<file path="src/hw/rtl/akv_pkg.sv">
// Shared types and constants for the associative key/value table.
// Field widths, action codes and the controller/datapath command and status words.
// No dependencies.
package akv_pkg;

  localparam int ACTION_W = 3;
  localparam int KEY_W    = 32;
  localparam int VALUE_W  = 32;
  localparam int INDEX_W  = 4;
  localparam int PAIR_W   = 5;

  typedef enum logic [ACTION_W-1:0] {
    ACT_INSERT   = 3'd0,
    ACT_UPDATE   = 3'd1,
    ACT_UPSERT   = 3'd2,
    ACT_ERASE    = 3'd3,
    ACT_LOOKUP   = 3'd4,
    ACT_READ_IDX = 3'd5
  } akv_action_t;

  typedef struct packed {
    logic start;   // capture the request and restart the slot scan
    logic issue;   // read the slot at the scan address and advance
    logic commit;  // apply the table change and load the result word
  } akv_cmd_t;

  typedef struct packed {
    logic scan_last;  // scan address points at the highest slot
  } akv_sts_t;

endpackage

</file>
<file path="src/hw/rtl/akv_in_if.sv">
// Input channel of the associative key/value table: valid/ready plus one request word.
// Depends on akv_pkg for the field widths.
interface akv_in_if;
  import akv_pkg::*;

  logic                valid;
  logic                ready;
  logic [ACTION_W-1:0] action;
  logic [KEY_W-1:0]    key;
  logic [VALUE_W-1:0]  value;
  logic [INDEX_W-1:0]  index;

  modport source (output valid, action, key, value, index, input ready);
  modport sink   (input valid, action, key, value, index, output ready);

endinterface

</file>
<file path="src/hw/rtl/akv_out_if.sv">
// Result channel of the associative key/value table: valid/ready plus one result word.
// Depends on akv_pkg for the field widths.
interface akv_out_if;
  import akv_pkg::*;

  logic               valid;
  logic               ready;
  logic               ok;
  logic [KEY_W-1:0]   found_key;
  logic [VALUE_W-1:0] found_value;
  logic [PAIR_W-1:0]  pair_count;

  modport source (output valid, ok, found_key, found_value, pair_count, input ready);
  modport sink   (input valid, ok, found_key, found_value, pair_count, output ready);

endinterface

</file>
<file path="src/hw/rtl/associative_key_value_table.sv">
// Associative key/value table, top level. An accepted input word is scanned against every
// slot and then committed into the result register; a new input word is taken only after
// that commit. The slot scan reads one slot of the key/value memories per cycle.
// A waiting result word is held in the output register until taken.
// Reset (synchronous, rst_n low) empties the table at once: valid bits and pair count clear.
// Depends on akv_pkg, akv_in_if, akv_out_if, akv_ctrl and akv_datapath.
module associative_key_value_table #(
  parameter int CAPACITY    = 16,
  parameter int KEY_WIDTH   = 32,
  parameter int VALUE_WIDTH = 32
) (
  input logic       clk,
  input logic       rst_n,
  akv_in_if.sink    in_item,
  akv_out_if.source out_item
);
  import akv_pkg::*;

  akv_cmd_t cmd;
  akv_sts_t sts;

  akv_ctrl u_ctrl (
    .clk       (clk),
    .rst_n     (rst_n),
    .in_valid  (in_item.valid),
    .in_ready  (in_item.ready),
    .out_valid (out_item.valid),
    .out_ready (out_item.ready),
    .cmd       (cmd),
    .sts       (sts)
  );

  akv_datapath #(
    .CAPACITY    (CAPACITY),
    .KEY_WIDTH   (KEY_WIDTH),
    .VALUE_WIDTH (VALUE_WIDTH)
  ) u_datapath (
    .clk             (clk),
    .rst_n           (rst_n),
    .cmd             (cmd),
    .sts             (sts),
    .in_action       (in_item.action),
    .in_key          (in_item.key),
    .in_value        (in_item.value),
    .in_index        (in_item.index),
    .out_ok          (out_item.ok),
    .out_found_key   (out_item.found_key),
    .out_found_value (out_item.found_value),
    .out_pair_count  (out_item.pair_count)
  );

endmodule

</file>
<file path="src/hw/rtl/akv_ctrl.sv">
// Controller state machine of the associative key/value table.
// Sequences accept, slot scan, drain and commit; owns the result valid flag.
// Depends on akv_pkg for the command and status words.
module akv_ctrl (
  input  logic              clk,
  input  logic              rst_n,
  input  logic              in_valid,
  output logic              in_ready,
  output logic              out_valid,
  input  logic              out_ready,
  output akv_pkg::akv_cmd_t cmd,
  input  akv_pkg::akv_sts_t sts
);
  import akv_pkg::*;

  typedef enum logic [3:0] {
    S_IDLE   = 4'b0001,
    S_SCAN   = 4'b0010,
    S_DRAIN  = 4'b0100,
    S_COMMIT = 4'b1000
  } state_t;

  state_t state_r, state_nxt;
  logic   out_valid_r, out_valid_nxt;

  always_comb begin
    state_nxt = state_r;
    cmd       = '0;
    in_ready  = 1'b0;
    case (state_r)
      S_IDLE: begin
        in_ready = 1'b1;
        if (in_valid) begin
          cmd.start = 1'b1;
          state_nxt = S_SCAN;
        end
      end
      S_SCAN: begin
        cmd.issue = 1'b1;
        if (sts.scan_last) begin
          state_nxt = S_DRAIN;
        end
      end
      // The last slot read is compared during this cycle.
      S_DRAIN: begin
        state_nxt = S_COMMIT;
      end
      // Hold the change until the previous result word has been taken.
      S_COMMIT: begin
        if (!out_valid_r || out_ready) begin
          cmd.commit = 1'b1;
          state_nxt  = S_IDLE;
        end
      end
      default: begin
        state_nxt = S_IDLE;
      end
    endcase
  end

  always_comb begin
    out_valid_nxt = out_valid_r;
    if (cmd.commit) begin
      out_valid_nxt = 1'b1;
    end else if (out_ready) begin
      out_valid_nxt = 1'b0;
    end
  end

  always_ff @(posedge clk) begin
    if (!rst_n) begin
      state_r     <= S_IDLE;
      out_valid_r <= 1'b0;
    end else begin
      state_r     <= state_nxt;
      out_valid_r <= out_valid_nxt;
    end
  end

  assign out_valid = out_valid_r;

endmodule

</file>
<file path="src/hw/rtl/akv_datapath.sv">
// Datapath of the associative key/value table: slot memories, valid bits, pair count,
// scan compare and the result register. Commanded by akv_ctrl.
// Depends on akv_pkg for field widths, action codes and command/status words.
module akv_datapath #(
  parameter int CAPACITY    = 16,
  parameter int KEY_WIDTH   = 32,
  parameter int VALUE_WIDTH = 32
) (
  input  logic                         clk,
  input  logic                         rst_n,
  input  akv_pkg::akv_cmd_t            cmd,
  output akv_pkg::akv_sts_t            sts,
  input  logic [akv_pkg::ACTION_W-1:0] in_action,
  input  logic [akv_pkg::KEY_W-1:0]    in_key,
  input  logic [akv_pkg::VALUE_W-1:0]  in_value,
  input  logic [akv_pkg::INDEX_W-1:0]  in_index,
  output logic                         out_ok,
  output logic [akv_pkg::KEY_W-1:0]    out_found_key,
  output logic [akv_pkg::VALUE_W-1:0]  out_found_value,
  output logic [akv_pkg::PAIR_W-1:0]   out_pair_count
);
  import akv_pkg::*;

  localparam int AW = (CAPACITY > 1) ? $clog2(CAPACITY) : 1;
  localparam int CW = $clog2(CAPACITY + 1);
  localparam int SW = (CW > INDEX_W) ? CW : INDEX_W;
  localparam logic [AW-1:0] LAST_ADDR = AW'(CAPACITY - 1);

  // Slot storage.
  logic [KEY_WIDTH-1:0]   key_mem   [CAPACITY];
  logic [VALUE_WIDTH-1:0] value_mem [CAPACITY];
  logic [CAPACITY-1:0]    slot_valid_r;
  logic [CW-1:0]          pair_cnt_r;

  // Captured request.
  akv_action_t            act_r;
  logic [KEY_WIDTH-1:0]   key_r;
  logic [VALUE_WIDTH-1:0] val_r;
  logic [INDEX_W-1:0]     idx_r;

  // Scan pipeline.
  logic [AW-1:0]          scan_addr_r;
  logic [AW-1:0]          chk_addr_r;
  logic                   chk_vld_r;
  logic                   sv_r;
  logic [KEY_WIDTH-1:0]   rd_key_r;
  logic [VALUE_WIDTH-1:0] rd_val_r;

  // Scan findings.
  logic                   hit_found_r;
  logic [AW-1:0]          hit_addr_r;
  logic [VALUE_WIDTH-1:0] hit_val_r;
  logic                   empty_found_r;
  logic [AW-1:0]          empty_addr_r;
  logic                   ix_found_r;
  logic [KEY_WIDTH-1:0]   ix_key_r;
  logic [VALUE_WIDTH-1:0] ix_val_r;
  logic [CW-1:0]          seen_r;

  // Result register.
  logic                   ok_r;
  logic [KEY_W-1:0]       fkey_r;
  logic [VALUE_W-1:0]     fval_r;
  logic [PAIR_W-1:0]      pcnt_r;

  // Commit decode.
  logic                   wr_key_en;
  logic                   wr_val_en;
  logic                   set_v;
  logic                   clr_v;
  logic [AW-1:0]          wr_addr;
  logic                   ok_c;
  logic [KEY_WIDTH-1:0]   fk_c;
  logic [VALUE_WIDTH-1:0] fv_c;
  logic [CW-1:0]          cnt_nxt;

  logic                   key_match;
  logic                   idx_match;

  assign key_match     = (rd_key_r == key_r);
  assign idx_match     = (SW'(seen_r) == SW'(idx_r));
  assign sts.scan_last = (scan_addr_r == LAST_ADDR);

  always_ff @(posedge clk) begin
    if (cmd.start) begin
      act_r <= akv_action_t'(in_action);
      key_r <= KEY_WIDTH'(in_key);
      val_r <= VALUE_WIDTH'(in_value);
      idx_r <= in_index;
    end
  end

  // One slot is read per cycle; the read word is registered and compared next cycle.
  always_ff @(posedge clk) begin
    if (cmd.commit && wr_key_en) begin
      key_mem[wr_addr] <= key_r;
    end
    if (cmd.commit && wr_val_en) begin
      value_mem[wr_addr] <= val_r;
    end
    rd_key_r   <= key_mem[scan_addr_r];
    rd_val_r   <= value_mem[scan_addr_r];
    sv_r       <= slot_valid_r[scan_addr_r];
    chk_addr_r <= scan_addr_r;
  end

  always_ff @(posedge clk) begin
    if (!rst_n) begin
      scan_addr_r <= '0;
      chk_vld_r   <= 1'b0;
    end else begin
      chk_vld_r <= cmd.issue;
      if (cmd.start) begin
        scan_addr_r <= '0;
      end else if (cmd.issue && !sts.scan_last) begin
        scan_addr_r <= scan_addr_r + 1'b1;
      end
    end
  end

  always_ff @(posedge clk) begin
    if (!rst_n) begin
      hit_found_r   <= 1'b0;
      empty_found_r <= 1'b0;
      ix_found_r    <= 1'b0;
      seen_r        <= '0;
    end else if (cmd.start) begin
      hit_found_r   <= 1'b0;
      empty_found_r <= 1'b0;
      ix_found_r    <= 1'b0;
      seen_r        <= '0;
    end else if (chk_vld_r) begin
      if (sv_r) begin
        if (!hit_found_r && key_match) begin
          hit_found_r <= 1'b1;
        end
        if (!ix_found_r && idx_match) begin
          ix_found_r <= 1'b1;
        end
        seen_r <= seen_r + 1'b1;
      end else if (!empty_found_r) begin
        empty_found_r <= 1'b1;
      end
    end
  end

  always_ff @(posedge clk) begin
    if (chk_vld_r) begin
      if (sv_r) begin
        if (!hit_found_r && key_match) begin
          hit_addr_r <= chk_addr_r;
          hit_val_r  <= rd_val_r;
        end
        if (!ix_found_r && idx_match) begin
          ix_key_r <= rd_key_r;
          ix_val_r <= rd_val_r;
        end
      end else if (!empty_found_r) begin
        empty_addr_r <= chk_addr_r;
      end
    end
  end

  always_comb begin
    wr_key_en = 1'b0;
    wr_val_en = 1'b0;
    set_v     = 1'b0;
    clr_v     = 1'b0;
    wr_addr   = hit_addr_r;
    ok_c      = 1'b0;
    fk_c      = '0;
    fv_c      = '0;
    cnt_nxt   = pair_cnt_r;
    case (act_r)
      ACT_INSERT, ACT_UPSERT: begin
        if (hit_found_r) begin
          if (act_r == ACT_UPSERT) begin
            wr_val_en = 1'b1;
            ok_c      = 1'b1;
          end
        end else if (empty_found_r) begin
          wr_addr   = empty_addr_r;
          wr_key_en = 1'b1;
          wr_val_en = 1'b1;
          set_v     = 1'b1;
          ok_c      = 1'b1;
          cnt_nxt   = pair_cnt_r + 1'b1;
        end
      end
      ACT_UPDATE: begin
        if (hit_found_r) begin
          wr_val_en = 1'b1;
          ok_c      = 1'b1;
        end
      end
      ACT_ERASE: begin
        if (hit_found_r) begin
          clr_v   = 1'b1;
          ok_c    = 1'b1;
          cnt_nxt = pair_cnt_r - 1'b1;
        end
      end
      ACT_LOOKUP: begin
        if (hit_found_r) begin
          ok_c = 1'b1;
          fv_c = hit_val_r;
        end
      end
      ACT_READ_IDX: begin
        if (ix_found_r) begin
          ok_c = 1'b1;
          fk_c = ix_key_r;
          fv_c = ix_val_r;
        end
      end
      default: begin
      end
    endcase
  end

  always_ff @(posedge clk) begin
    if (!rst_n) begin
      slot_valid_r <= '0;
      pair_cnt_r   <= '0;
    end else if (cmd.commit) begin
      if (set_v) begin
        slot_valid_r[wr_addr] <= 1'b1;
      end
      if (clr_v) begin
        slot_valid_r[wr_addr] <= 1'b0;
      end
      pair_cnt_r <= cnt_nxt;
    end
  end

  // The pair count wraps to the field width when the table holds more.
  always_ff @(posedge clk) begin
    if (cmd.commit) begin
      ok_r   <= ok_c;
      fkey_r <= KEY_W'(fk_c);
      fval_r <= VALUE_W'(fv_c);
      pcnt_r <= PAIR_W'(cnt_nxt);
    end
  end

  assign out_ok          = ok_r;
  assign out_found_key   = fkey_r;
  assign out_found_value = fval_r;
  assign out_pair_count  = pcnt_r;

endmodule

</file>
<file path="src/flat_wrapper.sv">
// flat-port wrapper written by rule: the top's interface ports become plain ports
module associative_key_value_table_flat import akv_pkg::*;
#(
  parameter int CAPACITY    = 16,
  parameter int KEY_WIDTH   = 32,
  parameter int VALUE_WIDTH = 32
)
  (clk, rst_n, in_item_valid, in_item_action, in_item_key, in_item_value, in_item_index, in_item_ready, out_item_valid, out_item_ok, out_item_found_key, out_item_found_value, out_item_pair_count, out_item_ready);
  akv_in_if in_item_i ();
  akv_out_if out_item_i ();
  input logic clk;
  input logic rst_n;
  input wire logic [$bits(in_item_i.valid)-1:0] in_item_valid;
  input wire logic [$bits(in_item_i.action)-1:0] in_item_action;
  input wire logic [$bits(in_item_i.key)-1:0] in_item_key;
  input wire logic [$bits(in_item_i.value)-1:0] in_item_value;
  input wire logic [$bits(in_item_i.index)-1:0] in_item_index;
  output wire logic [$bits(in_item_i.ready)-1:0] in_item_ready;
  output wire logic [$bits(out_item_i.valid)-1:0] out_item_valid;
  output wire logic [$bits(out_item_i.ok)-1:0] out_item_ok;
  output wire logic [$bits(out_item_i.found_key)-1:0] out_item_found_key;
  output wire logic [$bits(out_item_i.found_value)-1:0] out_item_found_value;
  output wire logic [$bits(out_item_i.pair_count)-1:0] out_item_pair_count;
  input wire logic [$bits(out_item_i.ready)-1:0] out_item_ready;
  assign in_item_i.valid = in_item_valid;
  assign in_item_i.action = in_item_action;
  assign in_item_i.key = in_item_key;
  assign in_item_i.value = in_item_value;
  assign in_item_i.index = in_item_index;
  assign in_item_ready = in_item_i.ready;
  assign out_item_valid = out_item_i.valid;
  assign out_item_ok = out_item_i.ok;
  assign out_item_found_key = out_item_i.found_key;
  assign out_item_found_value = out_item_i.found_value;
  assign out_item_pair_count = out_item_i.pair_count;
  assign out_item_i.ready = out_item_ready;
  associative_key_value_table #(.CAPACITY(CAPACITY), .KEY_WIDTH(KEY_WIDTH), .VALUE_WIDTH(VALUE_WIDTH)) u_core (.clk(clk), .rst_n(rst_n), .in_item(in_item_i), .out_item(out_item_i));
endmodule
</file>
<file path="config.mk">
export PLATFORM = sky130hd
export DESIGN_NAME = associative_key_value_table_flat
export DESIGN_NICKNAME = d
export VERILOG_FILES = /design/src/hw/rtl/akv_pkg.sv /design/src/hw/rtl/akv_in_if.sv /design/src/hw/rtl/akv_out_if.sv /design/src/hw/rtl/associative_key_value_table.sv /design/src/hw/rtl/akv_ctrl.sv /design/src/hw/rtl/akv_datapath.sv /design/src/flat_wrapper.sv
export SDC_FILE = /design/constraint.sdc
export NUM_CORES = 1
export LEC_CHECK = 0
export ABC_AREA = 0
export BUFFER_PORTS_ARGS = -buffer_cell sky130_fd_sc_hd__buf_2
export CAP_MARGIN = 15
export CORE_MARGIN = 3
export CORE_UTILIZATION = 56
export CTS_CLUSTER_SIZE = 8
export DETAILED_ROUTE_END_ITERATION = 16
export PLACE_DENSITY = 0.82
export SYNTH_ARGS = -nofsm -noshare
export SYNTH_HDL_FRONTEND = slang
export SYNTH_SLANG_ARGS = --single-unit
</file>
<file path="constraint.sdc">
create_clock -name clk -period 7.5 [get_ports clk]
set_input_delay 0.375 -clock clk [delete_from_list [all_inputs] [get_ports clk]]
set_output_delay 0.375 -clock clk [all_outputs]
set_load 0.05 [all_outputs]
</file>
==> impl_metrics.json <==
{
  "first_global_vias": 27675,
  "hp-class": "input pin to register",
  "synth-async-reset-ratio": 0,
  "cp_slowest_cell": "nor4b_4",
  "cts.clk_slew.worst_paths_ns": 0.05,
  "num_rows": 110,
  "netlist_instances": 2402,
  "worstPathMaxFanout": 32,
  "io_buffers": 146,
  "maxCapViolations": 0,
  "insertion_delay_ns": 0.77,
  "p_leak_nw": 18.41,
  "fin_nets": 2810,
  "ys.flop_type": "edfxtp_1",
  "synth_edf_count": 1269,
  "dp.cells": 3631,
  "final_area_mm2": 0.05965,
  "grt_pass1_wl_um": 176100,
  "synth_top_family_by_area": "multiplexers",
  "worstMarginPinSlew_ns": 1.170,
  "worstSetupPathType": "register to register",
  "numCtsBuffers": 190,
  "coreArea_mm2": 0.09015,
  "crit_chain": "nor4b_4, mux2i_1, nand2_1, nor2_4",
  "syn_area_mm2": 0.05097,
  "initial_core_util": 0.5654,
  "drt_iter0_drc": 3065,
  "cts_buffer_depth": 3,
  "maxSlewViolCount": 0,
  "fillers": 5256,
  "dp_hpwl_um": 57720,
  "io_pins": 147,
  "h-tree-depth": 4,
  "avgRoutedWirePerCell_um": 29.97,
  "cts-root-buf": "clkbuf_16",
  "synth-compound-area-share": 0.02710,
  "power_density_mw_per_mm2": 282.4,
  "cp.required_ns": 7.87,
  "ant_nets": 0,
  "syn_nets": 2481,
  "die_area_mm2": 0.09467,
  "ir_drop_mv": 0.2691,
  "slew_headroom": 0.2199,
  "synth_seq_cells": 1377,
  "end_kind": "register",
  "post-route-drc-count": 0,
  "cts_tree": "built",
  "fin_cells": 4057,
  "startpoint_type": "register",
  "timing.fmax_ghz": 0.2652,
  "yosysWarnings": 0,
  "diodes": 0,
  "dieHeight_um": 307.7,
  "synth_xor_area_frac": 0.008936,
  "grt_start_max_net_pins": 136,
  "antenna_found_initial": 0,
  "via_per_inst": 6.389,
  "fin_setup_tns_ns": 0,
  "clock_skew_ns": 0.03631,
  "yosysSeqAreaShare": 0.7901,
  "yosys.area_share.simple": 0.03103,
  "finalSetupViolCount": 0,
  "hold_viol_final": 0,
  "cp_slowest_stage_delay_ns": 0.93,
  "dr.pass1.iters": 6,
  "overflow": 0,
  "totalWireLength_um": 121600,
  "grt_use_total": 0.2545,
  "avgSynthCellArea_um2": 21.22,
  "synthMuxAreaShare": 0.1302,
  "period_share": 0.5028,
  "outcome": "complete, no violations",
  "synthAdderAreaFrac": 0.0009819,
  "clock-sinks": 1377,
  "min_period_ns": 3.771,
  "gp_congestion": 0.8236,
  "place_area_mm2": 0.05316,
  "critPathArrivalTime_ns": 4.14,
  "cts_setup_buffers": 0,
  "die_w_um": 307.7,
  "num_vias": 25921,
  "final_layout_size_suffix_gt1_frac": 0.2520,
  "rsz0062_at_grt": "no",
  "area_growth_pct": 17.03,
  "ys_types": 51
}
## routing by layer
metal	routed length (um)	global-route usage	vias to the layer above
li1	-	-	10497
met1	43210	0.3237	13379
met2	62570	0.4261	1690
met3	10150	0.04835	355
met4	5679	0.1255	0
met5	0	0	-
## through the flow
step | setup WS (ns) | utilization | hold slack (ns) | total power, mW
after floorplan | 1.776 | - | 0.3258 | 8.862
after global placement | 3.905 | 0.5897 | 0.4069 | 8.978
after detailed placement | 3.714 | 0.5897 | 0.4142 | 9.001
after CTS | 3.586 | 0.6591 | 0.0004572 | 16.89
after global routing | 3.490 | 0.6617 | 0.06466 | 17.25
final | 3.729 | 0.6617 | 0.07340 | 16.85
## logic make-up (layout without fill, tap and decap cells)
logic type      after synthesis  count (layout)
xor+xnor                     52              52
simple gates                300             300
mux                         337             337
compound gates              201             201
buf+inv                     131             610
flops                      1377            1377
fa+ha+maj                     4               4
## where the power goes
group | leakage, nW | switching, mW | total [mW] | internal, mW
Sequential | 12.2 | 0.166 | 8.66 | 8.49
Combinational | 3.58 | 0.126 | 0.238 | 0.112
Clock | 2.62 | 3.15 | 7.95 | 4.80
## synthesized netlist by cell type (3+ instances only)
library cell | count | share of area
nand4_1 | 5 | 0.00061
clkbuf_1 | 66 | 0.0049
mux4_2 | 260 | 0.11
dfxtp_1 | 108 | 0.042
xor2_1 | 45 | 0.0077
buf_2 | 44 | 0.0043
nor2b_1 | 67 | 0.0082
and2_1 | 39 | 0.0048
o221a_2 | 17 | 0.0038
nor3_1 | 12 | 0.0012
o21ai_0 | 3 | 0.00029
a22oi_1 | 33 | 0.0049
ha_1 | 4 | 0.00098
nor4b_1 | 3 | 0.00052
mux2i_1 | 72 | 0.014
mux2_2 | 4 | 0.00088
edfxtp_1 | 1269 | 0.75
xnor2_1 | 7 | 0.0012
nand2_1 | 35 | 0.0026
a211oi_1 | 65 | 0.0096
buf_6 | 3 | 0.00066
inv_1 | 7 | 0.00052
a21oi_1 | 75 | 0.0074
nor4_1 | 10 | 0.0012
buf_1 | 9 | 0.00066
nor2_1 | 99 | 0.0073
nand2b_1 | 10 | 0.0012
## layout make-up
| cell class | instances | area (um^2) | area share |
|---|---|---|---|
| Clock buffer | 329 | 5319 | 0.08917 |
| Clock inverter | 13 | 209.0 | 0.003503 |
| Inverter | 7 | 30.03 | 0.0005034 |
| Multi-Input combinational cell | 894 | 10360 | 0.1737 |
| Sequential cell | 1377 | 40280 | 0.6753 |
| Tap cell | 1176 | 1471 | 0.02467 |
| Timing Repair Buffer | 261 | 1979 | 0.03318 |
## worst max-delay path, delay by kind of cell, from the launching register on
kind	cells	cell delay, ns
flip-flops	1	0.62
multiplexers	1	0.55
AND/OR/NAND/NOR	3	2.17
## cells in the final DEF (no fill, tap or decap), drive strengths merged, types with 36 or more instances in the layout
cell | netlist | layout
clkbuf | 67 | 329
a211oi | 65 | 65
nor2 | 99 | 99
edfxtp | 1269 | 1269
buf | 57 | 188
dlygate4sd3 | 0 | 73
dfxtp | 108 | 108
mux2i | 72 | 72
and2 | 39 | 39
a21oi | 75 | 75
nand2 | 36 | 36
mux4 | 260 | 260
nor2b | 67 | 67
xor2 | 45 | 45
## worst paths after layout
kind | from | to | slack [ns] | depth (start not counted)
worst max-delay path | u_core.u_datapath.act_r[2] | u_core.u_datapath.key_mem[6][14] | 3.73 | 4
worst max register to register | u_core.u_datapath.act_r[2] | u_core.u_datapath.key_mem[6][14] | 3.73 | 4
worst min register to register | u_core.u_datapath.chk_addr_r[0] | u_core.u_datapath.empty_addr_r[0] | 0.43 | 0
worst min-delay path | rst_n | u_core.u_ctrl.state_r[0] | 0.07 | 2
## flip-flops by register name, summed over array words and instances (netlist names), 3 cells and up
register / count
u_core.u_datapath.rd_key_r: 32
u_core.u_datapath.hit_val_r: 32
u_core.u_datapath.pair_cnt_r: 5
u_core.u_datapath.key_mem: 512
u_core.u_datapath.key_r: 32
u_core.u_datapath.seen_r: 5
u_core.u_datapath.val_r: 32
u_core.u_datapath.empty_addr_r: 4
u_core.u_datapath.chk_addr_r: 4
u_core.u_datapath.ix_key_r: 32
u_core.u_datapath.slot_valid_r: 16
u_core.u_datapath.ix_val_r: 32
u_core.u_datapath.act_r: 3
u_core.u_datapath.out_pair_count: 5
u_core.u_datapath.idx_r: 4
u_core.u_datapath.hit_addr_r: 4
u_core.u_ctrl.state_r: 4
u_core.u_datapath.rd_val_r: 32
u_core.u_datapath.value_mem: 512
u_core.u_datapath.out_found_value: 32
u_core.u_datapath.scan_addr_r: 4
u_core.u_datapath.out_found_key: 32
## what timing repair did
item	in CTS	in global routing
resized for setup	0	0
hold endpoints to repair	73	0
hold buffers	73	0
Power figures use the tool's default switching activity.
